`config.mk`:
```
export PLATFORM = sky130hd
export DESIGN_NAME = rme_prerot
export DESIGN_NICKNAME = d
export VERILOG_FILES = /design/src/rtl/rme_pkg.sv /design/src/rtl/rme_prerot.sv
export SDC_FILE = /design/constraint.sdc
export NUM_CORES = 1
export LEC_CHECK = 0
export ABC_AREA = 1
export BUFFER_PORTS_ARGS = -buffer_cell sky130_fd_sc_hd__buf_2
export CELL_PAD_IN_SITES_DETAIL_PLACEMENT = 1
export CELL_PAD_IN_SITES_GLOBAL_PLACEMENT = 2
export CORE_AREA = 8 8 152 154
export DETAILED_ROUTE_END_ITERATION = 10
export DIE_AREA = 0 0 160 162
export GPL_ROUTABILITY_DRIVEN = 0
export GPL_TIMING_DRIVEN = 0
export PLACE_DENSITY = 0.92
export SYNTH_ARGS = -nofsm -noshare
export SYNTH_HDL_FRONTEND = slang
export SYNTH_SLANG_ARGS = --single-unit
```
`constraint.sdc`:
```
create_clock -name clock -period 3.4 [get_ports clock]
set_input_delay 0.17 -clock clock [delete_from_list [all_inputs] [get_ports clock]]
set_output_delay 0.17 -clock clock [all_outputs]
set_load 0.01 [all_outputs]
```
`src/rtl/rme_pkg.sv`:
```
// Shared types, constants and tables for the rotation matrix to Euler angles block.
package rme_pkg;

   // Default sizes
   localparam int COEFF_WIDTH_DEF   = 18;
   localparam int ANGLE_WIDTH_DEF   = 24;
   localparam int CORDIC_STAGES_DEF = 18;

   // Fixed internal widths
   localparam int CONV_W     = 4;
   localparam int ZW         = 34;  // angle accumulator, Q30 radians
   localparam int SQRT_N_W   = 64;  // radicand
   localparam int SQRT_Q_W   = 32;  // root
   localparam int SQRT_R_W   = 34;  // partial remainder
   localparam int SQRT_STEPS = SQRT_N_W / 2;
   localparam int PIV_W      = 17;  // pivot magnitude below 1.0
   localparam int SQ_W       = 2 * PIV_W;
   localparam int DEG_W      = 30;
   localparam int RAD_W      = ZW - 13;
   localparam int ENC_W      = 25;

   localparam logic signed [ZW-1:0] PI_Q30      = 34'sd3373259426;
   localparam logic signed [ZW-1:0] HALF_PI_Q30 = 34'sd1686629713;
   localparam logic [DEG_W-1:0]     DEG_SCALE   = 30'd961263669;
   localparam logic [SQ_W-1:0]      ONE_SQ      = 34'h1_0000_0000;

   // Convention codes
   localparam logic [CONV_W-1:0] CONV_XYZ = 4'd0;
   localparam logic [CONV_W-1:0] CONV_XZY = 4'd1;
   localparam logic [CONV_W-1:0] CONV_YXZ = 4'd2;
   localparam logic [CONV_W-1:0] CONV_YZX = 4'd3;
   localparam logic [CONV_W-1:0] CONV_ZXY = 4'd4;
   localparam logic [CONV_W-1:0] CONV_ZYX = 4'd5;
   localparam logic [CONV_W-1:0] CONV_XYX = 4'd6;
   localparam logic [CONV_W-1:0] CONV_XZX = 4'd7;
   localparam logic [CONV_W-1:0] CONV_YXY = 4'd8;
   localparam logic [CONV_W-1:0] CONV_YZY = 4'd9;
   localparam logic [CONV_W-1:0] CONV_ZXZ = 4'd10;
   localparam logic [CONV_W-1:0] CONV_ZYZ = 4'd11;

   // Middle angle function
   typedef enum logic [1:0] {
      KIND_ASIN,
      KIND_ASIN_NEG,
      KIND_ACOS
   } kind_type;

   // atan2 argument special cases
   typedef enum logic [1:0] {
      SP_NONE,
      SP_ZERO,
      SP_PI
   } special_type;

   // Matrix operand: +-(index+1), index row-major 0..8
   typedef logic signed [4:0] code_type;

   typedef struct packed {
      code_type piv;
      kind_type kind;
      code_type a1_y;
      code_type a1_x;
      code_type a3_y;
      code_type a3_x;
      code_type lk_y;
      code_type lk_x;
   } conv_type;

   typedef struct packed {
      logic     bad;
      logic     lock_pos;
      logic     lock_neg;
      kind_type kind;
   } flags_type;

   function automatic logic conv_is_valid(input logic [CONV_W-1:0] c);
      return c <= CONV_ZYZ;
   endfunction

   // Per-convention pivot, middle angle kind and atan2 operand pairs
   function automatic conv_type conv_entry(input logic [CONV_W-1:0] c);
      conv_type e;
      unique case (c)
         CONV_XYZ: e = '{ 5'sd3, KIND_ASIN,     -5'sd6,  5'sd9, -5'sd2,  5'sd1,  5'sd4,  5'sd5};
         CONV_XZY: e = '{ 5'sd2, KIND_ASIN_NEG,  5'sd8,  5'sd5,  5'sd3,  5'sd1, -5'sd7,  5'sd9};
         CONV_YXZ: e = '{ 5'sd6, KIND_ASIN_NEG,  5'sd3,  5'sd9,  5'sd4,  5'sd5, -5'sd2,  5'sd1};
         CONV_YZX: e = '{ 5'sd4, KIND_ASIN,     -5'sd7,  5'sd1, -5'sd6,  5'sd5,  5'sd8,  5'sd9};
         CONV_ZXY: e = '{ 5'sd8, KIND_ASIN,     -5'sd2,  5'sd5, -5'sd7,  5'sd9,  5'sd3,  5'sd1};
         CONV_ZYX: e = '{ 5'sd7, KIND_ASIN_NEG,  5'sd4,  5'sd1,  5'sd8,  5'sd9, -5'sd6,  5'sd5};
         CONV_XYX: e = '{ 5'sd1, KIND_ACOS,      5'sd4, -5'sd7,  5'sd2,  5'sd3, -5'sd6,  5'sd5};
         CONV_XZX: e = '{ 5'sd1, KIND_ACOS,      5'sd7,  5'sd4,  5'sd3, -5'sd2,  5'sd8,  5'sd9};
         CONV_YXY: e = '{ 5'sd5, KIND_ACOS,      5'sd2,  5'sd8,  5'sd4, -5'sd6,  5'sd3,  5'sd1};
         CONV_YZY: e = '{ 5'sd5, KIND_ACOS,      5'sd8, -5'sd2,  5'sd6,  5'sd4, -5'sd7,  5'sd9};
         CONV_ZXZ: e = '{ 5'sd9, KIND_ACOS,      5'sd3, -5'sd6,  5'sd7,  5'sd8, -5'sd2,  5'sd1};
         CONV_ZYZ: e = '{ 5'sd9, KIND_ACOS,      5'sd6,  5'sd3,  5'sd8, -5'sd7,  5'sd4,  5'sd5};
         default:  e = '{ 5'sd1, KIND_ACOS,      5'sd1,  5'sd1,  5'sd1,  5'sd1,  5'sd1,  5'sd1};
      endcase
      return e;
   endfunction

   // atan(2^-i) in Q30
   function automatic logic signed [ZW-1:0] atan_q30(input int unsigned i);
      logic signed [ZW-1:0] t;
      case (i)
         0:  t = 34'sh3243F6A8;
         1:  t = 34'sh1DAC6705;
         2:  t = 34'sh0FADBAFC;
         3:  t = 34'sh07F56EA6;
         4:  t = 34'sh03FEAB76;
         5:  t = 34'sh01FFD55B;
         6:  t = 34'sh00FFFAAA;
         7:  t = 34'sh007FFF55;
         8:  t = 34'sh003FFFEA;
         9:  t = 34'sh001FFFFD;
         10: t = 34'sh000FFFFF;
         11: t = 34'sh0007FFFF;
         12: t = 34'sh0003FFFF;
         13: t = 34'sh0001FFFF;
         14: t = 34'sh0000FFFF;
         15: t = 34'sh00007FFF;
         16: t = 34'sh00003FFF;
         17: t = 34'sh00001FFF;
         18: t = 34'sh00000FFF;
         19: t = 34'sh000007FF;
         20: t = 34'sh000003FF;
         21: t = 34'sh000001FF;
         22: t = 34'sh000000FF;
         23: t = 34'sh0000007F;
         24: t = 34'sh0000003F;
         25: t = 34'sh0000001F;
         26: t = 34'sh0000000F;
         27: t = 34'sh00000008;
         28: t = 34'sh00000004;
         29: t = 34'sh00000002;
         30: t = 34'sh00000001;
         default: t = '0;
      endcase
      return t;
   endfunction

endpackage

```
`src/rtl/rme_prerot.sv`:
```
// CORDIC entry: special argument detection, scaling and quadrant pre-rotation.
module rme_prerot #(
   parameter int IN_W = 33,
   parameter int CW   = IN_W + 27
) (
   input  logic                           clock,
   input  logic                           en,
   input  logic signed [IN_W-1:0]         y_arg,
   input  logic signed [IN_W-1:0]         x_arg,
   output logic signed [CW-1:0]           x_ff,
   output logic signed [CW-1:0]           y_ff,
   output logic signed [rme_pkg::ZW-1:0]  z_ff,
   output rme_pkg::special_type           sp_ff
);
   import rme_pkg::*;

   logic signed [CW-1:0] xs;
   logic signed [CW-1:0] ys;
   logic signed [CW-1:0] x_in;
   logic signed [CW-1:0] y_in;
   logic signed [ZW-1:0] z_in;
   special_type          sp_in;

   // Scale by 2^24 with headroom for CORDIC growth
   assign xs = $signed({{(CW-IN_W-24){x_arg[IN_W-1]}}, x_arg, 24'd0});
   assign ys = $signed({{(CW-IN_W-24){y_arg[IN_W-1]}}, y_arg, 24'd0});

   always_comb begin
      if (x_arg == '0 && y_arg == '0) begin
         sp_in = SP_ZERO;
      end else if (y_arg == '0 && x_arg < 0) begin
         sp_in = SP_PI;
      end else begin
         sp_in = SP_NONE;
      end
      // Rotate left half plane by -+90 degrees
      if (xs < 0) begin
         if (ys >= 0) begin
            x_in = ys;
            y_in = -xs;
            z_in = HALF_PI_Q30;
         end else begin
            x_in = -ys;
            y_in = xs;
            z_in = -HALF_PI_Q30;
         end
      end else begin
         x_in = xs;
         y_in = ys;
         z_in = '0;
      end
   end

   always_ff @(posedge clock) begin
      if (en) begin
         x_ff  <= x_in;
         y_ff  <= y_in;
         z_ff  <= z_in;
         sp_ff <= sp_in;
      end
   end

endmodule

```
Yosys cells after proc, flatten, opt, wreduce, memory -nomap -nowiden
Index checks and enable logic that the tools add are counted.

Add/subtract/negate cells: 2. $lt $le $gt $ge: 3. Mux-type cells: 6. Bitwise logic cells: 1. Reduce and logical (&&, ||, !) cells: 6.

Operators with widths (number): $mux W60 (4); $neg A57 Y60 (2); $logic_not A33 Y1 (2); $ge A57 B1 Y1 const B (1); $lt A57 B1 Y1 const B (1); $mux W34 (1); $lt A33 B1 Y1 const B (1); $logic_and A1 B1 Y1 (2); $mux W2 (1); $reduce_and A2 Y1 (1); $reduce_or A2 Y1 (1); $not A1 Y1 (1).

Bits in registers: 156. Input bits: 68. Output and inout bits: 156. Logic and storage cells: 24.

Depth between registers and ports, before layout
Word-level depth: 3. Mapped depth: 10. Depth with buffers taken out: 10.

Worst setup path before layout
OpenSTA, ideal clock, no wires.

Path type: input to register. Start: in x_arg[1]. End: reg y_ff[56] (data pin). Setup time: 256 ps. Data arrival time: 1243 ps. Required time: 3144 ps. Path slack: 1901 ps. Cell stages on the path: 9. Path buffers: 0. Cell sequence: inv_2 > ha_1 > nand3_2 > nor2_1 > nand3_1 > nor3_1 > ha_1 > nand2_1 > nand2_1.

Word-level cells in the longest chain between the ends: 3. Elaborated cells between the ends (all ways): 4. Classes of those cells: add/sub: 1; order compare: 1; mux: 2.

RTL lines: start, declared (line rme_prerot.sv:9) `input logic signed [IN_W-1:0] x_arg,`; $neg A57 Y60 (line rme_prerot.sv:40) `y_in = -xs;`; $mux W60 (line rme_prerot.sv:38) `if (ys >= 0) begin`; $mux W60 * (line rme_prerot.sv:37) `if (xs < 0) begin`; via y_in[56] (line rme_prerot.sv:20) `logic signed [CW-1:0] y_in;`; end signal, assigned (line rme_prerot.sv:57) `y_ff <= y_in;`; end, declared (line rme_prerot.sv:11) `output logic signed [CW-1:0] y_ff,`.

Mark *: on every way through the listed nets, which the timed path passes. The rest lies on a longest branch. A chain may end at the register's enable or synchronous reset.

Worst setup path in the final report
Same ends and word-level chain as after synthesis.

==> qor.yml <==
status: "complete, no violations"
syn_inst: 807
path_class: "input pin to flip-flop"
slew_viol_final: 0
max_freq_ghz: 0.572
wirelength_um: 23600
yosysWarnings: 0
cp.required_ns: 3.49
dieHeight_um: 162
critPathCaptureType: "flip-flop"
synth_top_area_share_pct: 39.3
maxCapViolCount: 0
finalHoldViolCount: 0
slowest_delay_ns: 0.33
p_clk_share_pct: 33.4
power.share.sequential_pct: 40.9
cpMaxStageDelayCell: "nor3_1"
rows: 53
grt_pass1_wl_um: 36200
whs_ns: 0.0474
ir_drop_mv: 0.151
synth_top_cell_by_area: "edfxtp_1"
synthTopCellsByArea: "edfxtp_1 (39%), nand2_1 (17%), buf_4 (10%)"
worst-slew-pin-transition_ns: 0.663
synth_seq_cells: 77
area_delta_synth_final_pct: 29.4
wl_per_cell_um: 17.8
finalCritPeriodShare_pct: 51.4
drt_iter0_drc: 333
nNetsFinal: 1115
io_pins: 224
cts_tree: "yes"
dp_worst_setup_slack_ns: 1.36
leakage_nw: 3.67
dp_hpwl_um: 19200
drive_gt1_share_pct: 31.8
clk_pin_slew_ns: 0.06
clock-root-buffer: "clkbuf_16"
multi_input_area_um2: 2790
initial_core_util_pct: 28.4
period_needed_ns: 1.75
core_area_um2: 20700
rsz0062_at_grt: "no"
htree_levels: 3
ys_types: 32
finalSetupViolations: 0
hp-class: "input pin to flip-flop"
ys_seq_area_share_pct: 39.3
ant_nets: 0
ctsResizeCount: 0
totalPowerFinal_mw: 2.88
holdBufCountCts: 0
drc: 0
design_area_um2: 7610
cts_setup_buffers: 0
crit_path_start_kind: "input pin"
grt_remaining_overflow: 0
powerDensity_nw_per_um2: 379
dp.cells: 1308
cp_num_buf_inv: 2
viasPerCell: 4.60
grt_start_max_net_pins: 76
die_w_um: 160
dr.pass1.iters: 5
cp_top_family: "simple AND/OR/NAND/NOR gates"
power_frac_comb_pct: 25.6
grtUsageTotal_pct: 18.0
vias: 6100
worst-path-max-fanout: 4
cts_sinks: 77
grt_pass1_vias: 6287
worstPathCellList: "buf_2, inv_2, ha_1, nand3_2, nor2_1, nand3_1, nor3_1, ha_1, nand2_1, nand2_1"
fillers: 2673
antenna_found_initial: 4
worstPathArrival_ns: 1.84
cts.path.max_buffers: 2
regArea_um2: 2310
slew_headroom_pct: 55.8
tns_ns: 0
p_sw_mw: 0.889
finish.utilization_pct: 36.8
cts_buffers: 9
p_int_mw: 1.99
p_sw_share_pct: 30.8
syn_area_per_cell_um2: 7.28
netlist_area_um2: 5880
placed_cell_area_um2: 7320
instances_no_fill: 1325
io_buffers: 175
setup_ws_ns: 1.65
die_area_um2: 25900
[worst paths after layout]
check,from,endpoint,depth (start not counted)
worst max-delay path,x_arg[1],y_ff[56],10
worst min-delay path,x_arg[32],z_ff[0],1
[flip-flops by register name, summed over array words and instances (netlist names)]
register	flops
y_ff	36
x_ff	36
z_ff	3
sp_ff	2
[placed cells by master, fill, tap and decap left out, drive strengths merged]
cell	instances
clkinvlp	2
xor2	7
ha	3
nor4	1
buf	270
o221ai	2
inv	65
bufinv	1
diode	1
nand3	73
nand3b	9
nor2	119
edfxtp	77
o22ai	9
clkbuf	19
conb	51
nor3	2
a21oi	5
o31ai	1
clkinv	3
o21ai	55
nand2	275
[cells by family after synthesis]
| kind of cell | count (synthesis) | share of synthesized area [%] |
|---|---|---|
| flops | 77 | 39.3 |
| other cells | 1 | 0.0638 |
| simple gates | 479 | 35.5 |
| buf+inv | 168 | 16.4 |
| xor+xnor | 7 | 1.04 |
| fa+ha+maj | 3 | 0.639 |
| compound gates | 72 | 7.07 |
[layer usage]
metal	GRT usage (%)	share of wire (%)	vias up
li1	-	-	2958
met1	22.4	43	2895
met2	30.4	48	210
met3	4.61	6.7	31
met4	4.80	1.5	6
met5	0	0.12	-
[power groups by stage]
stage	registers, mW	clock network (mW)	logic (mW)
after global routing	1.19	1.01	0.814
after CTS	1.18	0.988	0.741
after floorplan	1.25	0	0.362
after detailed placement	1.20	0	0.738
after global placement	1.20	0	0.722
final	1.18	0.964	0.739
[cell type report]
type                       instances  share of cell area (%)
clock inverter                     7                   0.855
inverter                          64                    3.16
tap                              275                    4.52
multi-input combinational        612                    36.7
sequential                        77                    30.4
timing repair buffer             176                    11.9
clock buffer                       9                    2.96
buffer                           104                    9.51
antenna                            1                  0.0329
[cell usage after synthesis, drive strengths merged]
master and instances:
xor2 7, nor4 1, nand3 73, o22ai 9
o31ai 1, nand3b 9, ha 3, nand2 275
clkbuf 10, edfxtp 77, inv 64, nor3 2
o21ai 55, conb 1, nor2 119, buf 94
a21oi 5, o221ai 2
Note: power is estimated with default switching activity, not from simulation.
