==> src/rtl/rme_pkg.sv <==
// Shared types, constants and tables for the rotation matrix to Euler angles block.
package rme_pkg;

   // Default sizes
   localparam int COEFF_WIDTH_DEF   = 18;
   localparam int ANGLE_WIDTH_DEF   = 24;
   localparam int CORDIC_STAGES_DEF = 18;

   // Fixed internal widths
   localparam int CONV_W     = 4;
   localparam int ZW         = 34;  // angle accumulator, Q30 radians
   localparam int SQRT_N_W   = 64;  // radicand
   localparam int SQRT_Q_W   = 32;  // root
   localparam int SQRT_R_W   = 34;  // partial remainder
   localparam int SQRT_STEPS = SQRT_N_W / 2;
   localparam int PIV_W      = 17;  // pivot magnitude below 1.0
   localparam int SQ_W       = 2 * PIV_W;
   localparam int DEG_W      = 30;
   localparam int RAD_W      = ZW - 13;
   localparam int ENC_W      = 25;

   localparam logic signed [ZW-1:0] PI_Q30      = 34'sd3373259426;
   localparam logic signed [ZW-1:0] HALF_PI_Q30 = 34'sd1686629713;
   localparam logic [DEG_W-1:0]     DEG_SCALE   = 30'd961263669;
   localparam logic [SQ_W-1:0]      ONE_SQ      = 34'h1_0000_0000;

   // Convention codes
   localparam logic [CONV_W-1:0] CONV_XYZ = 4'd0;
   localparam logic [CONV_W-1:0] CONV_XZY = 4'd1;
   localparam logic [CONV_W-1:0] CONV_YXZ = 4'd2;
   localparam logic [CONV_W-1:0] CONV_YZX = 4'd3;
   localparam logic [CONV_W-1:0] CONV_ZXY = 4'd4;
   localparam logic [CONV_W-1:0] CONV_ZYX = 4'd5;
   localparam logic [CONV_W-1:0] CONV_XYX = 4'd6;
   localparam logic [CONV_W-1:0] CONV_XZX = 4'd7;
   localparam logic [CONV_W-1:0] CONV_YXY = 4'd8;
   localparam logic [CONV_W-1:0] CONV_YZY = 4'd9;
   localparam logic [CONV_W-1:0] CONV_ZXZ = 4'd10;
   localparam logic [CONV_W-1:0] CONV_ZYZ = 4'd11;

   // Middle angle function
   typedef enum logic [1:0] {
      KIND_ASIN,
      KIND_ASIN_NEG,
      KIND_ACOS
   } kind_type;

   // atan2 argument special cases
   typedef enum logic [1:0] {
      SP_NONE,
      SP_ZERO,
      SP_PI
   } special_type;

   // Matrix operand: +-(index+1), index row-major 0..8
   typedef logic signed [4:0] code_type;

   typedef struct packed {
      code_type piv;
      kind_type kind;
      code_type a1_y;
      code_type a1_x;
      code_type a3_y;
      code_type a3_x;
      code_type lk_y;
      code_type lk_x;
   } conv_type;

   typedef struct packed {
      logic     bad;
      logic     lock_pos;
      logic     lock_neg;
      kind_type kind;
   } flags_type;

   function automatic logic conv_is_valid(input logic [CONV_W-1:0] c);
      return c <= CONV_ZYZ;
   endfunction

   // Per-convention pivot, middle angle kind and atan2 operand pairs
   function automatic conv_type conv_entry(input logic [CONV_W-1:0] c);
      conv_type e;
      unique case (c)
         CONV_XYZ: e = '{ 5'sd3, KIND_ASIN,     -5'sd6,  5'sd9, -5'sd2,  5'sd1,  5'sd4,  5'sd5};
         CONV_XZY: e = '{ 5'sd2, KIND_ASIN_NEG,  5'sd8,  5'sd5,  5'sd3,  5'sd1, -5'sd7,  5'sd9};
         CONV_YXZ: e = '{ 5'sd6, KIND_ASIN_NEG,  5'sd3,  5'sd9,  5'sd4,  5'sd5, -5'sd2,  5'sd1};
         CONV_YZX: e = '{ 5'sd4, KIND_ASIN,     -5'sd7,  5'sd1, -5'sd6,  5'sd5,  5'sd8,  5'sd9};
         CONV_ZXY: e = '{ 5'sd8, KIND_ASIN,     -5'sd2,  5'sd5, -5'sd7,  5'sd9,  5'sd3,  5'sd1};
         CONV_ZYX: e = '{ 5'sd7, KIND_ASIN_NEG,  5'sd4,  5'sd1,  5'sd8,  5'sd9, -5'sd6,  5'sd5};
         CONV_XYX: e = '{ 5'sd1, KIND_ACOS,      5'sd4, -5'sd7,  5'sd2,  5'sd3, -5'sd6,  5'sd5};
         CONV_XZX: e = '{ 5'sd1, KIND_ACOS,      5'sd7,  5'sd4,  5'sd3, -5'sd2,  5'sd8,  5'sd9};
         CONV_YXY: e = '{ 5'sd5, KIND_ACOS,      5'sd2,  5'sd8,  5'sd4, -5'sd6,  5'sd3,  5'sd1};
         CONV_YZY: e = '{ 5'sd5, KIND_ACOS,      5'sd8, -5'sd2,  5'sd6,  5'sd4, -5'sd7,  5'sd9};
         CONV_ZXZ: e = '{ 5'sd9, KIND_ACOS,      5'sd3, -5'sd6,  5'sd7,  5'sd8, -5'sd2,  5'sd1};
         CONV_ZYZ: e = '{ 5'sd9, KIND_ACOS,      5'sd6,  5'sd3,  5'sd8, -5'sd7,  5'sd4,  5'sd5};
         default:  e = '{ 5'sd1, KIND_ACOS,      5'sd1,  5'sd1,  5'sd1,  5'sd1,  5'sd1,  5'sd1};
      endcase
      return e;
   endfunction

   // atan(2^-i) in Q30
   function automatic logic signed [ZW-1:0] atan_q30(input int unsigned i);
      logic signed [ZW-1:0] t;
      case (i)
         0:  t = 34'sh3243F6A8;
         1:  t = 34'sh1DAC6705;
         2:  t = 34'sh0FADBAFC;
         3:  t = 34'sh07F56EA6;
         4:  t = 34'sh03FEAB76;
         5:  t = 34'sh01FFD55B;
         6:  t = 34'sh00FFFAAA;
         7:  t = 34'sh007FFF55;
         8:  t = 34'sh003FFFEA;
         9:  t = 34'sh001FFFFD;
         10: t = 34'sh000FFFFF;
         11: t = 34'sh0007FFFF;
         12: t = 34'sh0003FFFF;
         13: t = 34'sh0001FFFF;
         14: t = 34'sh0000FFFF;
         15: t = 34'sh00007FFF;
         16: t = 34'sh00003FFF;
         17: t = 34'sh00001FFF;
         18: t = 34'sh00000FFF;
         19: t = 34'sh000007FF;
         20: t = 34'sh000003FF;
         21: t = 34'sh000001FF;
         22: t = 34'sh000000FF;
         23: t = 34'sh0000007F;
         24: t = 34'sh0000003F;
         25: t = 34'sh0000001F;
         26: t = 34'sh0000000F;
         27: t = 34'sh00000008;
         28: t = 34'sh00000004;
         29: t = 34'sh00000002;
         30: t = 34'sh00000001;
         default: t = '0;
      endcase
      return t;
   endfunction

endpackage

==> src/rtl/rme_cordic_stage.sv <==
// One vectoring CORDIC micro-rotation with its output register.
module rme_cordic_stage #(
   parameter int CW    = 60,
   parameter int SHIFT = 0
) (
   input  logic                           clock,
   input  logic                           en,
   input  logic signed [CW-1:0]           x_prev,
   input  logic signed [CW-1:0]           y_prev,
   input  logic signed [rme_pkg::ZW-1:0]  z_prev,
   output logic signed [CW-1:0]           x_ff,
   output logic signed [CW-1:0]           y_ff,
   output logic signed [rme_pkg::ZW-1:0]  z_ff
);
   import rme_pkg::*;

   localparam logic signed [ZW-1:0] ANGLE = atan_q30(SHIFT);

   logic signed [CW-1:0] xs;
   logic signed [CW-1:0] ys;

   // Floor shifts of the old vector
   assign xs = x_prev >>> SHIFT;
   assign ys = y_prev >>> SHIFT;

   always_ff @(posedge clock) begin
      if (en) begin
         if (!y_prev[CW-1]) begin
            x_ff <= x_prev + ys;
            y_ff <= y_prev - xs;
            z_ff <= z_prev + ANGLE;
         end else begin
            x_ff <= x_prev - ys;
            y_ff <= y_prev + xs;
            z_ff <= z_prev - ANGLE;
         end
      end
   end

endmodule

==> config.mk <==
export PLATFORM = sky130hd
export DESIGN_NAME = rme_cordic_stage
export DESIGN_NICKNAME = d
export VERILOG_FILES = /design/src/rtl/rme_pkg.sv /design/src/rtl/rme_cordic_stage.sv
export SDC_FILE = /design/constraint.sdc
export NUM_CORES = 1
export LEC_CHECK = 0
export BUFFER_PORTS_ARGS = -buffer_cell sky130_fd_sc_hd__buf_2
export CORE_UTILIZATION = 59
export DETAILED_ROUTE_END_ITERATION = 8
export PLACE_DENSITY_LB_ADDON = 0.05
export SKIP_CTS_REPAIR_TIMING = 1
export SYNTH_ARGS = -nofsm -noshare
export SYNTH_HDL_FRONTEND = slang
export SYNTH_SLANG_ARGS = --single-unit
==> constraint.sdc <==
create_clock -name clock -period 5.95 [get_ports clock]
set_clock_uncertainty 0.15 [all_clocks]
set_input_delay 0.8925 -clock clock [delete_from_list [all_inputs] [get_ports clock]]
set_output_delay 0.8925 -clock clock [all_outputs]
set_load 0.01 [all_outputs]
Word-level counts from Yosys, hierarchy flattened
Cells that the tools add are included.

storage, ports and cells
  flip-flop bits (word level) = 154
  logic and storage cells = 11
  output and inout port bits = 154

cells by class
  muxes and demuxes = 3
  add/subtract/negate cells = 5

operators with widths
  cell                                                                    count
  60-bit 2-to-1 mux                                                       2
  60-bit subtractor                                                       2
  60-bit adder                                                            1
  34-bit by 31-bit adder with 34-bit output (second input constant)       1
  34-bit 2-to-1 mux                                                       1
  34-bit by 31-bit subtractor with 34-bit output (second input constant)  1

Depth between registers and ports, before layout
  depth in word-level cells = 2
  depth in mapped cells = 16
  gate-level depth less buffers = 13

Least setup slack after synthesis
OpenSTA, ideal clock, no wires.

  path type = input -> register
  start point = input port y_prev[59]
  end point = register z_ff[31] in the netlist's numbering (data pin)
  setup time = 0.258 ns
  data required time = 5.542 ns
  path slack = 1.091 ns
  data arrival time = 4.451 ns
  cell stages on the path = 15
  path through = inv_1 > clkbuf_1 > clkbuf_1 > buf_1 > ha_1 > nor2b_4 > o31ai_2 > a21oi_1 > or4_1 > a41oi_2 > o21ai_2 > o41ai_4 > o21ai_0 > a21oi_1 > xnor2_1

on the way
  word-level cells in the longest chain between the ends = 1

RTL lines
  item                    line                    text
  start: declaration      rme_cordic_stage.sv:9   input logic signed [CW-1:0] y_prev,
  34-bit 2-to-1 mux       rme_cordic_stage.sv:28  if (!y_prev[CW-1]) begin
  end signal: assignment  rme_cordic_stage.sv:31  z_ff <= z_prev + ANGLE;
  end signal: assignment  rme_cordic_stage.sv:35  z_ff <= z_prev - ANGLE;
  end: declaration        rme_cordic_stage.sv:13  output logic signed [rme_pkg::ZW-1:0] z_ff

No other way between the ends.
A chain may end at the register's enable or synchronous reset.

Worst setup path after layout
  start point = input port x_prev[6]
  end point = register x_ff[47] (data pin)

on the way
  word-level cells in the longest chain between the ends = 2
  elaborated cells on any way between the ends = 3

RTL lines
  item                                                      line                                            text
  start: declaration                                        rme_cordic_stage.sv:8                           input logic signed [CW-1:0] x_prev,
  60-bit adder / 60-bit subtractor (equally long branches)  rme_cordic_stage.sv:29, rme_cordic_stage.sv:33
  60-bit 2-to-1 mux (*)                                     rme_cordic_stage.sv:28
  end signal: assignment                                    rme_cordic_stage.sv:29                          x_ff <= x_prev + ys;
  end signal: assignment                                    rme_cordic_stage.sv:33                          x_ff <= x_prev - ys;
  end: declaration                                          rme_cordic_stage.sv:11                          output logic signed [CW-1:0] x_ff,

Every way passes the cells marked *; elsewhere a longest branch is shown, timed or not.

==> key figures <==
Run status
  – Status: completed

Pwr
  – Net Sw Frac: approximately 41%
  – Power per standard cell area: around 230 mW/mm²
  – Clock share of power: between 20 and 25%
  – Leakage: 0.008797 µW
  – Peak supply drop: 0.1809 mV
  – P_int: roughly 2700 µW
  – Net Switching: ~1900 µW
  – Seq pwr share: around a third
  – Gate power share: around 43%

Place
  – Post-DP HPWL: just over 50000 µm
  – Routability Congestion: 1.048
  – DP Cell Count: ~2.8k
  – Input/output buffers: 309
  – DP Worst Slack: ~1.2 ns

Worst setup path
  – Crit Path Category: in2reg
  – CP max FO: 15
  – Worst EP required: 6.01 ns
  – Data arrival, critical path: approximately 4.6 ns
  – CP Capture Type: flip-flop
  – CP startpoint kind: primary input

Floorplanning
  – # rows: 63
  – Placeable Area: a little under 0.03 mm²
  – Width of the die: 176.1 µm
  – Die area: 0.03099 mm²
  – Io pins: 310
  – Die height: between 150 and 200 µm
  – Initial Utilization: between 60% and 70%

Synth
  – Post-synth EDFFs: ~150
  – Syn Nets: 2539
  – Biggest area consumer among synthesized cells: edfxtp_1
  – Syn Area/Cell: ~8.3 µm²
  – Post-synthesis sequential area ratio: around 26%
  – Syn Inst Count: around 2.2k
  – Synth top area cells: edfxtp_1, ha_1, a21oi_1
  – Yosys synthesis warning count: 0
  – Most common library cells after synthesis: a21oi_1, ha_1, inv_1
  – Post-synthesis instance area: 0.01787 mm²
  – Synthesized flop and latch total: about 150
  – Yosys top cell area share: between 20% and 30%
  – Synth async-reset ratio: 0%
  – Most common cell in the netlist: a21oi_1
  – Library cells used by synthesis: slightly above 100
  – Ys flop type: edfxtp_1

Final layout
  – Final cell utilization of the core: a little under 70%
  – Final std cells w/o fill: approximately 2.8k
  – Fillers: about 2.5k
  – Nets: 2788
  – Area delta synth->final: 12.72%
  – Share of cells above drive strength 1: roughly 17%

Clocking
  – Root cell of the clock tree: clkbuf_16
  – CTS tree: done
  – Sink Count: ~150
  – H-Tree Depth: 4
  – Total CTS buffers: 17
  – CTS Buffer Depth: 2
  – Clk slew on worst S/H paths: about 0.080 ns

Min path
  – WHS Path Cells: 1
  – Min-delay src: z_prev[0]
  – Hold Crit Class: in2reg
  – Worst Hold Endpoint: z_ff[0]$_DFFE_PP_

STA
  – Fin worst setup slack: 1.447 ns
  – Peak Freq: around 220 MHz
  – Period utilization: between 70% and 80%
  – Final TNS setup: 0 ns
  – Final setup viols: 0
  – Max Transition Viols Final: 0
  – Hold Vio Cnt, Final: 0
  – Worst Max-Slew Pin Slew: ~1.2 ns
  – RSZ-0062 raised after global routing: no
  – Rel. slew slack: about a fifth
  – Period minus WS final: 4.503 ns

Run
  – Max cap viols: 0

Route
  – Post-route antenna net violation count: 0
  – Number of remaining DRC errors: 0
  – Final WL: roughly 66000 µm
  – First-pass DRT Iterations: 8
  – Via density: roughly 6.7
  – DR vias: around 19k
  – Iteration-0 DRC Markers: 2924
  – DR WL/cell: around 23 µm

Global route
  – Largest net degree at the start of global routing: 90
  – Gr usage total: about two fifths
  – Grt total ovfl: 0
  – First-pass GRT wire length: roughly 100000 µm
  – Vias in the first global route: 17.44k
  – Antenna violations before repair: 1
## cells in the final DEF (no fill, tap or decap), types with 19 or more instances in the layout
master    Yosys  layout
buf_2        19     307
a21oi_1     272     272
ha_1        220     220
inv_1       186     185
nor2_1      159     159
edfxtp_1    153     153
o21ai_0     143     143
nand2_1     135     135
xnor2_1     124     124
nor3_1       62      62
o21bai_1     48      48
a21o_1       47      47
mux2i_1      32      32
nand4_1      30      30
nand3_1      28      28
nor4_1       26      26
o31ai_1      26      26
a211oi_1     25      25
nor2b_1      25      25
o211ai_1     24      24
o21a_1       23      23
a31oi_1      19      19
## routing by layer
layer	GRT usage, %	wire [µm]	vias up
met5	0	0	-
met4	18.12	3023	0
met3	6.029	6756	240
met2	66.42	29690	1399
met1	54.65	26390	8775
li1	-	-	8385
## registers in the layout, summed over array words and instances (netlist names)
signal	cells
x_ff	60
y_ff	59
z_ff	34
## worst max-delay path, cell delays in order
cell,delay (ns)
buf_2,0.10
inv_1,0.04
ha_1,0.50
nor4b_1,0.45
nor4_2,0.09
a21boi_1,0.40
o2111ai_1,0.20
a31oi_2,0.29
o21ai_2,0.15
o311ai_1,0.91
a211o_1,0.26
a21oi_1,0.09
xnor2_1,0.17
## kinds of logic (layout without fill, tap and decap cells)
| logic type | Yosys count | count (layout) | synth area share (%) |
|---|---|---|---|
| compound gates | 776 | 776 | 28.37 |
| xor+xnor | 141 | 141 | 6.909 |
| fa+ha+maj | 224 | 224 | 15.85 |
| buf+inv | 284 | 546 | 6.433 |
| flops | 153 | 153 | 25.71 |
| mux | 32 | 32 | 1.792 |
| other cells | 0 | 4 | 0 |
| simple gates | 549 | 549 | 14.94 |
## area by class of cell
type | instances | area [µm²] | share of cell area [%]
timing repair buffer | 315 | 1600 | 7.943
sequential | 153 | 4594 | 22.80
antenna | 4 | 10.01 | 0.04968
clock buffer | 18 | 429.2 | 2.130
multi-input combinational | 1722 | 12130 | 60.20
clock inverter | 14 | 147.6 | 0.7328
tap | 390 | 488.0 | 2.422
inverter | 199 | 748.2 | 3.714
## per-stage QoR
step	hold WS [ns]	power [µW]	area, µm²
global placement	0.9193	3396	19560
global route	0.4794	4783	20140
detailed placement	0.9281	3423	19560
floorplan	0.8414	2741	17870
finish	0.4731	4635	20150
CTS	0.4747	4559	20140
## power by group through the flow
stage | Sequential [µW] | Combinational [µW] | Clock [µW]
2_1_floorplan | 1610 | 1130 | 0
3_3_place_gp | 1510 | 1890 | 0
3_5_place_dp | 1510 | 1910 | 0
4_1_cts | 1490 | 1930 | 1140
5_1_grt | 1500 | 2110 | 1170
6_report | 1490 | 1990 | 1160
## how the worst max path moves through the flow
stage / end / start / slack, ns / cells past startpoint
floorplan: z_ff[31]$_DFFE_PP_ / y_prev[59] / 1.09 / 15
global placement: y_ff[50]$_DFFE_PP_ / x_prev[26] / 1.23 / 13
detailed placement: x_ff[47]$_DFFE_PP_ / x_prev[6] / 1.19 / 13
CTS: x_ff[47]$_DFFE_PP_ / x_prev[6] / 1.64 / 13
global route: x_ff[47]$_DFFE_PP_ / x_prev[2] / 1.40 / 13
finish: x_ff[47]$_DFFE_PP_ / x_prev[6] / 1.45 / 13
(Power assumes the default switching activity.)
