$ cat src/rtl/rme_pkg.sv
// Shared types, constants and tables for the rotation matrix to Euler angles block.
package rme_pkg;

   // Default sizes
   localparam int COEFF_WIDTH_DEF   = 18;
   localparam int ANGLE_WIDTH_DEF   = 24;
   localparam int CORDIC_STAGES_DEF = 18;

   // Fixed internal widths
   localparam int CONV_W     = 4;
   localparam int ZW         = 34;  // angle accumulator, Q30 radians
   localparam int SQRT_N_W   = 64;  // radicand
   localparam int SQRT_Q_W   = 32;  // root
   localparam int SQRT_R_W   = 34;  // partial remainder
   localparam int SQRT_STEPS = SQRT_N_W / 2;
   localparam int PIV_W      = 17;  // pivot magnitude below 1.0
   localparam int SQ_W       = 2 * PIV_W;
   localparam int DEG_W      = 30;
   localparam int RAD_W      = ZW - 13;
   localparam int ENC_W      = 25;

   localparam logic signed [ZW-1:0] PI_Q30      = 34'sd3373259426;
   localparam logic signed [ZW-1:0] HALF_PI_Q30 = 34'sd1686629713;
   localparam logic [DEG_W-1:0]     DEG_SCALE   = 30'd961263669;
   localparam logic [SQ_W-1:0]      ONE_SQ      = 34'h1_0000_0000;

   // Convention codes
   localparam logic [CONV_W-1:0] CONV_XYZ = 4'd0;
   localparam logic [CONV_W-1:0] CONV_XZY = 4'd1;
   localparam logic [CONV_W-1:0] CONV_YXZ = 4'd2;
   localparam logic [CONV_W-1:0] CONV_YZX = 4'd3;
   localparam logic [CONV_W-1:0] CONV_ZXY = 4'd4;
   localparam logic [CONV_W-1:0] CONV_ZYX = 4'd5;
   localparam logic [CONV_W-1:0] CONV_XYX = 4'd6;
   localparam logic [CONV_W-1:0] CONV_XZX = 4'd7;
   localparam logic [CONV_W-1:0] CONV_YXY = 4'd8;
   localparam logic [CONV_W-1:0] CONV_YZY = 4'd9;
   localparam logic [CONV_W-1:0] CONV_ZXZ = 4'd10;
   localparam logic [CONV_W-1:0] CONV_ZYZ = 4'd11;

   // Middle angle function
   typedef enum logic [1:0] {
      KIND_ASIN,
      KIND_ASIN_NEG,
      KIND_ACOS
   } kind_type;

   // atan2 argument special cases
   typedef enum logic [1:0] {
      SP_NONE,
      SP_ZERO,
      SP_PI
   } special_type;

   // Matrix operand: +-(index+1), index row-major 0..8
   typedef logic signed [4:0] code_type;

   typedef struct packed {
      code_type piv;
      kind_type kind;
      code_type a1_y;
      code_type a1_x;
      code_type a3_y;
      code_type a3_x;
      code_type lk_y;
      code_type lk_x;
   } conv_type;

   typedef struct packed {
      logic     bad;
      logic     lock_pos;
      logic     lock_neg;
      kind_type kind;
   } flags_type;

   function automatic logic conv_is_valid(input logic [CONV_W-1:0] c);
      return c <= CONV_ZYZ;
   endfunction

   // Per-convention pivot, middle angle kind and atan2 operand pairs
   function automatic conv_type conv_entry(input logic [CONV_W-1:0] c);
      conv_type e;
      unique case (c)
         CONV_XYZ: e = '{ 5'sd3, KIND_ASIN,     -5'sd6,  5'sd9, -5'sd2,  5'sd1,  5'sd4,  5'sd5};
         CONV_XZY: e = '{ 5'sd2, KIND_ASIN_NEG,  5'sd8,  5'sd5,  5'sd3,  5'sd1, -5'sd7,  5'sd9};
         CONV_YXZ: e = '{ 5'sd6, KIND_ASIN_NEG,  5'sd3,  5'sd9,  5'sd4,  5'sd5, -5'sd2,  5'sd1};
         CONV_YZX: e = '{ 5'sd4, KIND_ASIN,     -5'sd7,  5'sd1, -5'sd6,  5'sd5,  5'sd8,  5'sd9};
         CONV_ZXY: e = '{ 5'sd8, KIND_ASIN,     -5'sd2,  5'sd5, -5'sd7,  5'sd9,  5'sd3,  5'sd1};
         CONV_ZYX: e = '{ 5'sd7, KIND_ASIN_NEG,  5'sd4,  5'sd1,  5'sd8,  5'sd9, -5'sd6,  5'sd5};
         CONV_XYX: e = '{ 5'sd1, KIND_ACOS,      5'sd4, -5'sd7,  5'sd2,  5'sd3, -5'sd6,  5'sd5};
         CONV_XZX: e = '{ 5'sd1, KIND_ACOS,      5'sd7,  5'sd4,  5'sd3, -5'sd2,  5'sd8,  5'sd9};
         CONV_YXY: e = '{ 5'sd5, KIND_ACOS,      5'sd2,  5'sd8,  5'sd4, -5'sd6,  5'sd3,  5'sd1};
         CONV_YZY: e = '{ 5'sd5, KIND_ACOS,      5'sd8, -5'sd2,  5'sd6,  5'sd4, -5'sd7,  5'sd9};
         CONV_ZXZ: e = '{ 5'sd9, KIND_ACOS,      5'sd3, -5'sd6,  5'sd7,  5'sd8, -5'sd2,  5'sd1};
         CONV_ZYZ: e = '{ 5'sd9, KIND_ACOS,      5'sd6,  5'sd3,  5'sd8, -5'sd7,  5'sd4,  5'sd5};
         default:  e = '{ 5'sd1, KIND_ACOS,      5'sd1,  5'sd1,  5'sd1,  5'sd1,  5'sd1,  5'sd1};
      endcase
      return e;
   endfunction

   // atan(2^-i) in Q30
   function automatic logic signed [ZW-1:0] atan_q30(input int unsigned i);
      logic signed [ZW-1:0] t;
      case (i)
         0:  t = 34'sh3243F6A8;
         1:  t = 34'sh1DAC6705;
         2:  t = 34'sh0FADBAFC;
         3:  t = 34'sh07F56EA6;
         4:  t = 34'sh03FEAB76;
         5:  t = 34'sh01FFD55B;
         6:  t = 34'sh00FFFAAA;
         7:  t = 34'sh007FFF55;
         8:  t = 34'sh003FFFEA;
         9:  t = 34'sh001FFFFD;
         10: t = 34'sh000FFFFF;
         11: t = 34'sh0007FFFF;
         12: t = 34'sh0003FFFF;
         13: t = 34'sh0001FFFF;
         14: t = 34'sh0000FFFF;
         15: t = 34'sh00007FFF;
         16: t = 34'sh00003FFF;
         17: t = 34'sh00001FFF;
         18: t = 34'sh00000FFF;
         19: t = 34'sh000007FF;
         20: t = 34'sh000003FF;
         21: t = 34'sh000001FF;
         22: t = 34'sh000000FF;
         23: t = 34'sh0000007F;
         24: t = 34'sh0000003F;
         25: t = 34'sh0000001F;
         26: t = 34'sh0000000F;
         27: t = 34'sh00000008;
         28: t = 34'sh00000004;
         29: t = 34'sh00000002;
         30: t = 34'sh00000001;
         default: t = '0;
      endcase
      return t;
   endfunction

endpackage

$ cat src/rtl/rme_sqrt_stage.sv
// One digit of the pipelined integer square root (two radicand bits per stage).
module rme_sqrt_stage (
   input  logic                          clock,
   input  logic                          en,
   input  logic [rme_pkg::SQRT_R_W-1:0]  rem_prev,
   input  logic [rme_pkg::SQRT_Q_W-1:0]  root_prev,
   input  logic [rme_pkg::SQRT_N_W-1:0]  rad_prev,
   output logic [rme_pkg::SQRT_R_W-1:0]  rem_ff,
   output logic [rme_pkg::SQRT_Q_W-1:0]  root_ff,
   output logic [rme_pkg::SQRT_N_W-1:0]  rad_ff
);
   import rme_pkg::*;

   logic [SQRT_R_W+1:0] acc;
   logic [SQRT_R_W+1:0] trial;
   logic [SQRT_R_W-1:0] rem_in;
   logic [SQRT_Q_W-1:0] root_in;

   // Bring down the next bit pair and try root*4+1
   assign acc   = {rem_prev, rad_prev[SQRT_N_W-1 -: 2]};
   assign trial = {{(SQRT_R_W-SQRT_Q_W){1'b0}}, root_prev, 2'b01};

   always_comb begin
      if (acc >= trial) begin
         rem_in  = SQRT_R_W'(acc - trial);
         root_in = {root_prev[SQRT_Q_W-2:0], 1'b1};
      end else begin
         rem_in  = SQRT_R_W'(acc);
         root_in = {root_prev[SQRT_Q_W-2:0], 1'b0};
      end
   end

   always_ff @(posedge clock) begin
      if (en) begin
         rem_ff  <= rem_in;
         root_ff <= root_in;
         rad_ff  <= {rad_prev[SQRT_N_W-3:0], 2'b00};
      end
   end

endmodule

$ cat config.mk
export PLATFORM = sky130hd
export DESIGN_NAME = rme_sqrt_stage
export DESIGN_NICKNAME = d
export VERILOG_FILES = /design/src/rtl/rme_pkg.sv /design/src/rtl/rme_sqrt_stage.sv
export SDC_FILE = /design/constraint.sdc
export NUM_CORES = 1
export LEC_CHECK = 0
export BUFFER_PORTS_ARGS = -buffer_cell sky130_fd_sc_hd__buf_4
export CAP_MARGIN = 20
export CORE_MARGIN = 3
export CORE_UTILIZATION = 36
export CTS_CLUSTER_SIZE = 12
export DETAILED_ROUTE_END_ITERATION = 16
export SYNTH_ARGS = -nofsm -noshare
export SYNTH_HDL_FRONTEND = slang
export SYNTH_SLANG_ARGS = --single-unit
export TNS_END_PERCENT = 5
$ cat constraint.sdc
create_clock -name clock -period 4.95 [get_ports clock]
set_input_delay 0 -clock clock [delete_from_list [all_inputs] [get_ports clock]]
set_output_delay 0 -clock clock [all_outputs]
set_load 0.01 [all_outputs]
* After elaboration in Yosys (flattened, before gate mapping)
Index checks and enable logic that the tools add are counted.
W data, S select, Z words.
** Operators by class
- Muxes and demuxes :: 2
- Order comparisons :: 1
- Add/sub/neg operators :: 1
** Operators by type and width (number)
- $ge A36 B34 Y1 :: 1
- $mux W34 :: 1
- $sub A34 B34 Y34 :: 1
- $mux W1 :: 1
** Storage, ports and cells
- Input port bits :: 132
- Output and inout bits :: 130
- Bits in registers :: 128

* Depth between registers and ports, before layout
- Word-level depth :: 2
- Depth in mapped cells :: 13
- Gate-level depth less buffers :: 10

* Worst setup path before layout
Ideal clock, no wire load.
- Kind :: input to register
- Start :: input port root_prev[9] (netlist bit)
- End :: register rem_ff[27] (netlist bit), data pin
- Cell stages on the path :: 10
- Slack :: 2.707 ns
- Library setup time :: 0.260 ns
- Arrival time :: 1.982 ns
- Path buffers :: 0
- Cell sequence :: inv_1 -> ha_1 -> a21o_1 -> a31o_1 -> a211oi_4 -> o211ai_2 -> a21bo_2 -> mux2i_1 -> o221ai_1 -> mux2_4
** Between the ends
- Cells in the longest elaborated chain, start to end :: 2
- Elaborated cells between the ends (all ways) :: 3
- Those cells by class :: add/sub (1); order compare (1); mux (1)
** RTL lines
- start: declaration :: RTL line rme_sqrt_stage.sv:6 : input logic [rme_pkg::SQRT_Q_W-1:0] root_prev,
- $sub A34 B34 Y34 / $ge A36 B34 Y1 (equally long branches) :: RTL line rme_sqrt_stage.sv:25, rme_sqrt_stage.sv:24
- $mux W34 * :: RTL line rme_sqrt_stage.sv:24 : if (acc >= trial) begin
- net rem_in[27] :: RTL line rme_sqrt_stage.sv:16 : logic [SQRT_R_W-1:0] rem_in;
- end signal: assignment :: RTL line rme_sqrt_stage.sv:35 : rem_ff <= rem_in;
- end: declaration :: RTL line rme_sqrt_stage.sv:8 : output logic [rme_pkg::SQRT_R_W-1:0] rem_ff,
Mark *: on every way through the listed nets, which the timed path passes. The rest lies on a longest branch.
A chain may end at the register's enable or synchronous reset.

* Final worst setup path
- Start :: input port rem_prev[7] (netlist bit)
- End :: register rem_ff[11] (netlist bit), data pin
** Between the ends
- Cells in the longest elaborated chain, start to end :: 2
- Elaborated cells between the ends (all ways) :: 3
- Those cells by class :: add/sub (1); order compare (1); mux (1)
** RTL lines
- start: declaration :: RTL line rme_sqrt_stage.sv:5 : input logic [rme_pkg::SQRT_R_W-1:0] rem_prev,
- $sub A34 B34 Y34 / $ge A36 B34 Y1 (equally long branches) :: RTL line rme_sqrt_stage.sv:25, rme_sqrt_stage.sv:24
- $mux W34 * :: RTL line rme_sqrt_stage.sv:24
- net rem_in[11] :: RTL line rme_sqrt_stage.sv:16
Marked as above.

==> reports/metrics.sh <==
CLKTRANSATPATHREGS_NS=0.06
ASYNC_FLOP_SHARE=0
MULTI_INPUT_COMB_AREA_UM2=2220
CRITICAL_PATH_ARRIVAL_NS=3.43
WORST_SETUP_TIMING_SLACK_AT_THE_PLACEMENT_STAGE_NS=1.78
ROUTED_VIAS_INST=4.79
CTS_NUM_SINKS=128
FINALSETUPTNS_NS=0
NETLIST_AREA_UM2=6310
SYNTH_SEQUENTIAL_AREA_RATIO=0.609
WORST_SETUP_PATH_START_KIND='input pin'
GRT_SETUP_UNREPAIRED='no'
VIAS=5419
DRC=0
LAYOUT_WORST_PATH_CYCLE_SHARE=0.666
PLACE_INST=973
POST-SYNTH-TOP-AREA-FRACTION=0.609
LAYOUT_SETUP_WS_NS=1.65
TRITONCTS='built'
INITIAL_DRC_COUNT=270
NUM_ROWS=47
POSTSYNTHAREAPERCELL_UM2=12.5
SLEW_HEADROOM=0.465
TOTAL_OF_FLIP_FLOPS_PLUS_LATCHES_AFTER_SYNTHESIS=128
FLOORPLAN.INITIALDENSITY=0.374
FIN_CELLS=1132
GLOBALROUTETOTALUTIL=0.197
OUTCOME='finished clean'
MIN_PERIOD_NS=3.30
PORT_BUFFERS=259
YOSYSMOSTFREQUENTCELL='edfxtp_1'
CLOCK_TREE.BUFFER_DEPTH=2
DETAILEDPLACEMENTHPWL_UM=13500
SETUP_VIOL=0
GRT_FIRST_PASS_WIRELENGTH_UM=30200
STATIC_POWER_DUE_TO_LEAKAGE_uW=0.00449
MAX_CAP_VIOL_COUNT=0
FF_LATCH_AREA_UM2=3840
GRT_OVERFLOW=0
WORST_HOLD_PATH_TYPE='input pin to register'
POST_SYNTH_MAIN_AREA_CONTRIBUTORS='edfxtp_1 61%, ha_1 6.7%, nand2_1 3.4%'
SYNTHTOLAYOUTAREAGROWTH_PCT=63.5
YOSYS-TOP-CELLS-COUNT='128 x edfxtp_1, 58 x nand2_1, 42 x inv_1'
WORSTPATHMAXFANOUT=39
POWER_DENSITY_nW_PER_UM2=326
CTS_INSERTED_BUFFERS=17
PEAK_SUPPLY_DROP_uV=232
FIN_HOLD_WS_NS=0.0883
SYNTH_FF_TYPE='edfxtp_1'
IOPINCOUNT=262
CTS_MAX_LEVEL=4
DIE-HEIGHT_UM=138
FIN_TOTAL_PWR_uW=3370
FP.DIEAREA_UM2=19200
REPORT.FINAL.HOLD_VIOL_COUNT=0
CRITICAL_PATH.ENDPOINT_TYPE='register'
SYNTHCELLS=507
SYNTH_CELL_TYPE_COUNT=62
DRT_FIRST_PASS_ITERS=4
FINAL_MAX_TRAN_VIOLS=0
FINAL_LAYOUT_SIZE_SUFFIX_GT1_FRAC=0.344
PLACEABLECOREAREA_UM2=16900
FILL_CELLS=1343
SYNTH_LARGEST_AREA_CELL='edfxtp_1'
POSTCTSSETUPBUFFERS=0
REQUIRED_NS=5.09
GRT_PASS1_VIAS=5567
GRT_MAX_DEGREE=68
POSTROUTEWIRELENGTH_UM=19100
DIE_W_UM=138
CTS-ROOT-BUF='clkbuf_16'
ROUTED_WIRE_LENGTH_PER_INSTANCE_UM=16.9
MAX_FREQ_GHz=0.303
WORST-SLEW-PIN-TRANSITION_NS=0.802
SYNTH.YOSYS.WARNINGS=0
NUM_ANTENNA_CELLS=0
ANTENNA_FOUND_INITIAL=0
CRITICAL_PATH_CLASS='input pin to register'
ROUTE.ANTENNA.REMAINING_NETS=0
GP_CONGESTION=0.838
NNETSFINAL=1065
SYNTH_ENABLE_FLOP_CELLS=128
routing by layer:
layer / GRT usage / up-vias / routed length (µm)
li1: - / 2655 / -
met4: 0.0640 / 0 / 246
met2: 0.350 / 208 / 10000
met5: 0 / - / 0
met1: 0.233 / 2541 / 7770
met3: 0.0501 / 15 / 1100
critical path: stages:
cell           delay [ns]
dlygate4sd3_1        0.54
buf_4                0.14
ha_1                 0.39
a21o_1               0.25
o41ai_2              0.34
o211ai_1             0.27
a211oi_1             0.30
o21a_2               0.66
buf_4                0.38
o21ai_0              0.17
flip-flops by register name, summed over array words and instances (netlist names):
register and count:
root_ff 32, rad_ff 62, rem_ff 34
logic make-up after synthesis:
family,synth area share
muxes,0.00872
AOI/OAI and AO/OA,0.148
xor gates and xnor gates,0.0374
DFF,0.609
adders and majority gates,0.0674
buffers and inverters,0.0408
and+or+nand+nor,0.0888
other,0.000594
through the flow:
stage | cell area [µm²] | util
2_1_floorplan | 6320 | -
3_3_place_gp | 8460 | 0.501
3_5_place_dp | 8460 | 0.501
4_1_cts | 10300 | 0.612
5_1_grt | 10300 | 0.612
6_report | 10300 | 0.612
timing repair:
action	in CTS	in global routing
hold buffers	127	0
endpoints found under the hold margin	127	0
resized for setup	0	0
placed cells by master, fill, tap and decap left out, types with 5 or more instances in the layout:
master,count
nand2b_1,5
o21ai_0,41
ha_1,34
nand4_1,6
edfxtp_1,128
a21o_1,19
nand2_1,58
xnor2_1,14
nor3_1,10
clkbuf_16,17
inv_1,42
xor2_1,13
nand3_1,6
dlygate4sd3_1,127
nor2_1,18
buf_4,260
a21oi_1,28
power by group:
| group | switching (µW) | total (µW) | internal, µW |
|---|---|---|---|
| logic | 364 | 751 | 387 |
| clock network | 505 | 1260 | 753 |
| registers | 32.2 | 1360 | 1330 |
| total | 901 | 3370 | 2470 |
path summary, 6_finish.rpt:
path | from | to | depth (start not counted)
min | en | rad_ff[38]$_DFFE_PP_ | 1
max | rem_prev[7] | rem_ff[11]$_DFFE_PP_ | 10
layout make-up:
| cell class | count | area share |
|---|---|---|
| Clock inverter | 13 | 0.0150 |
| Inverter | 43 | 0.0158 |
| Sequential cell | 128 | 0.372 |
| Multi-Input combinational cell | 321 | 0.215 |
| Clock buffer | 19 | 0.0419 |
| Tap cell | 220 | 0.0267 |
| Timing Repair Buffer | 388 | 0.313 |
Power figures use the tool's default switching activity.
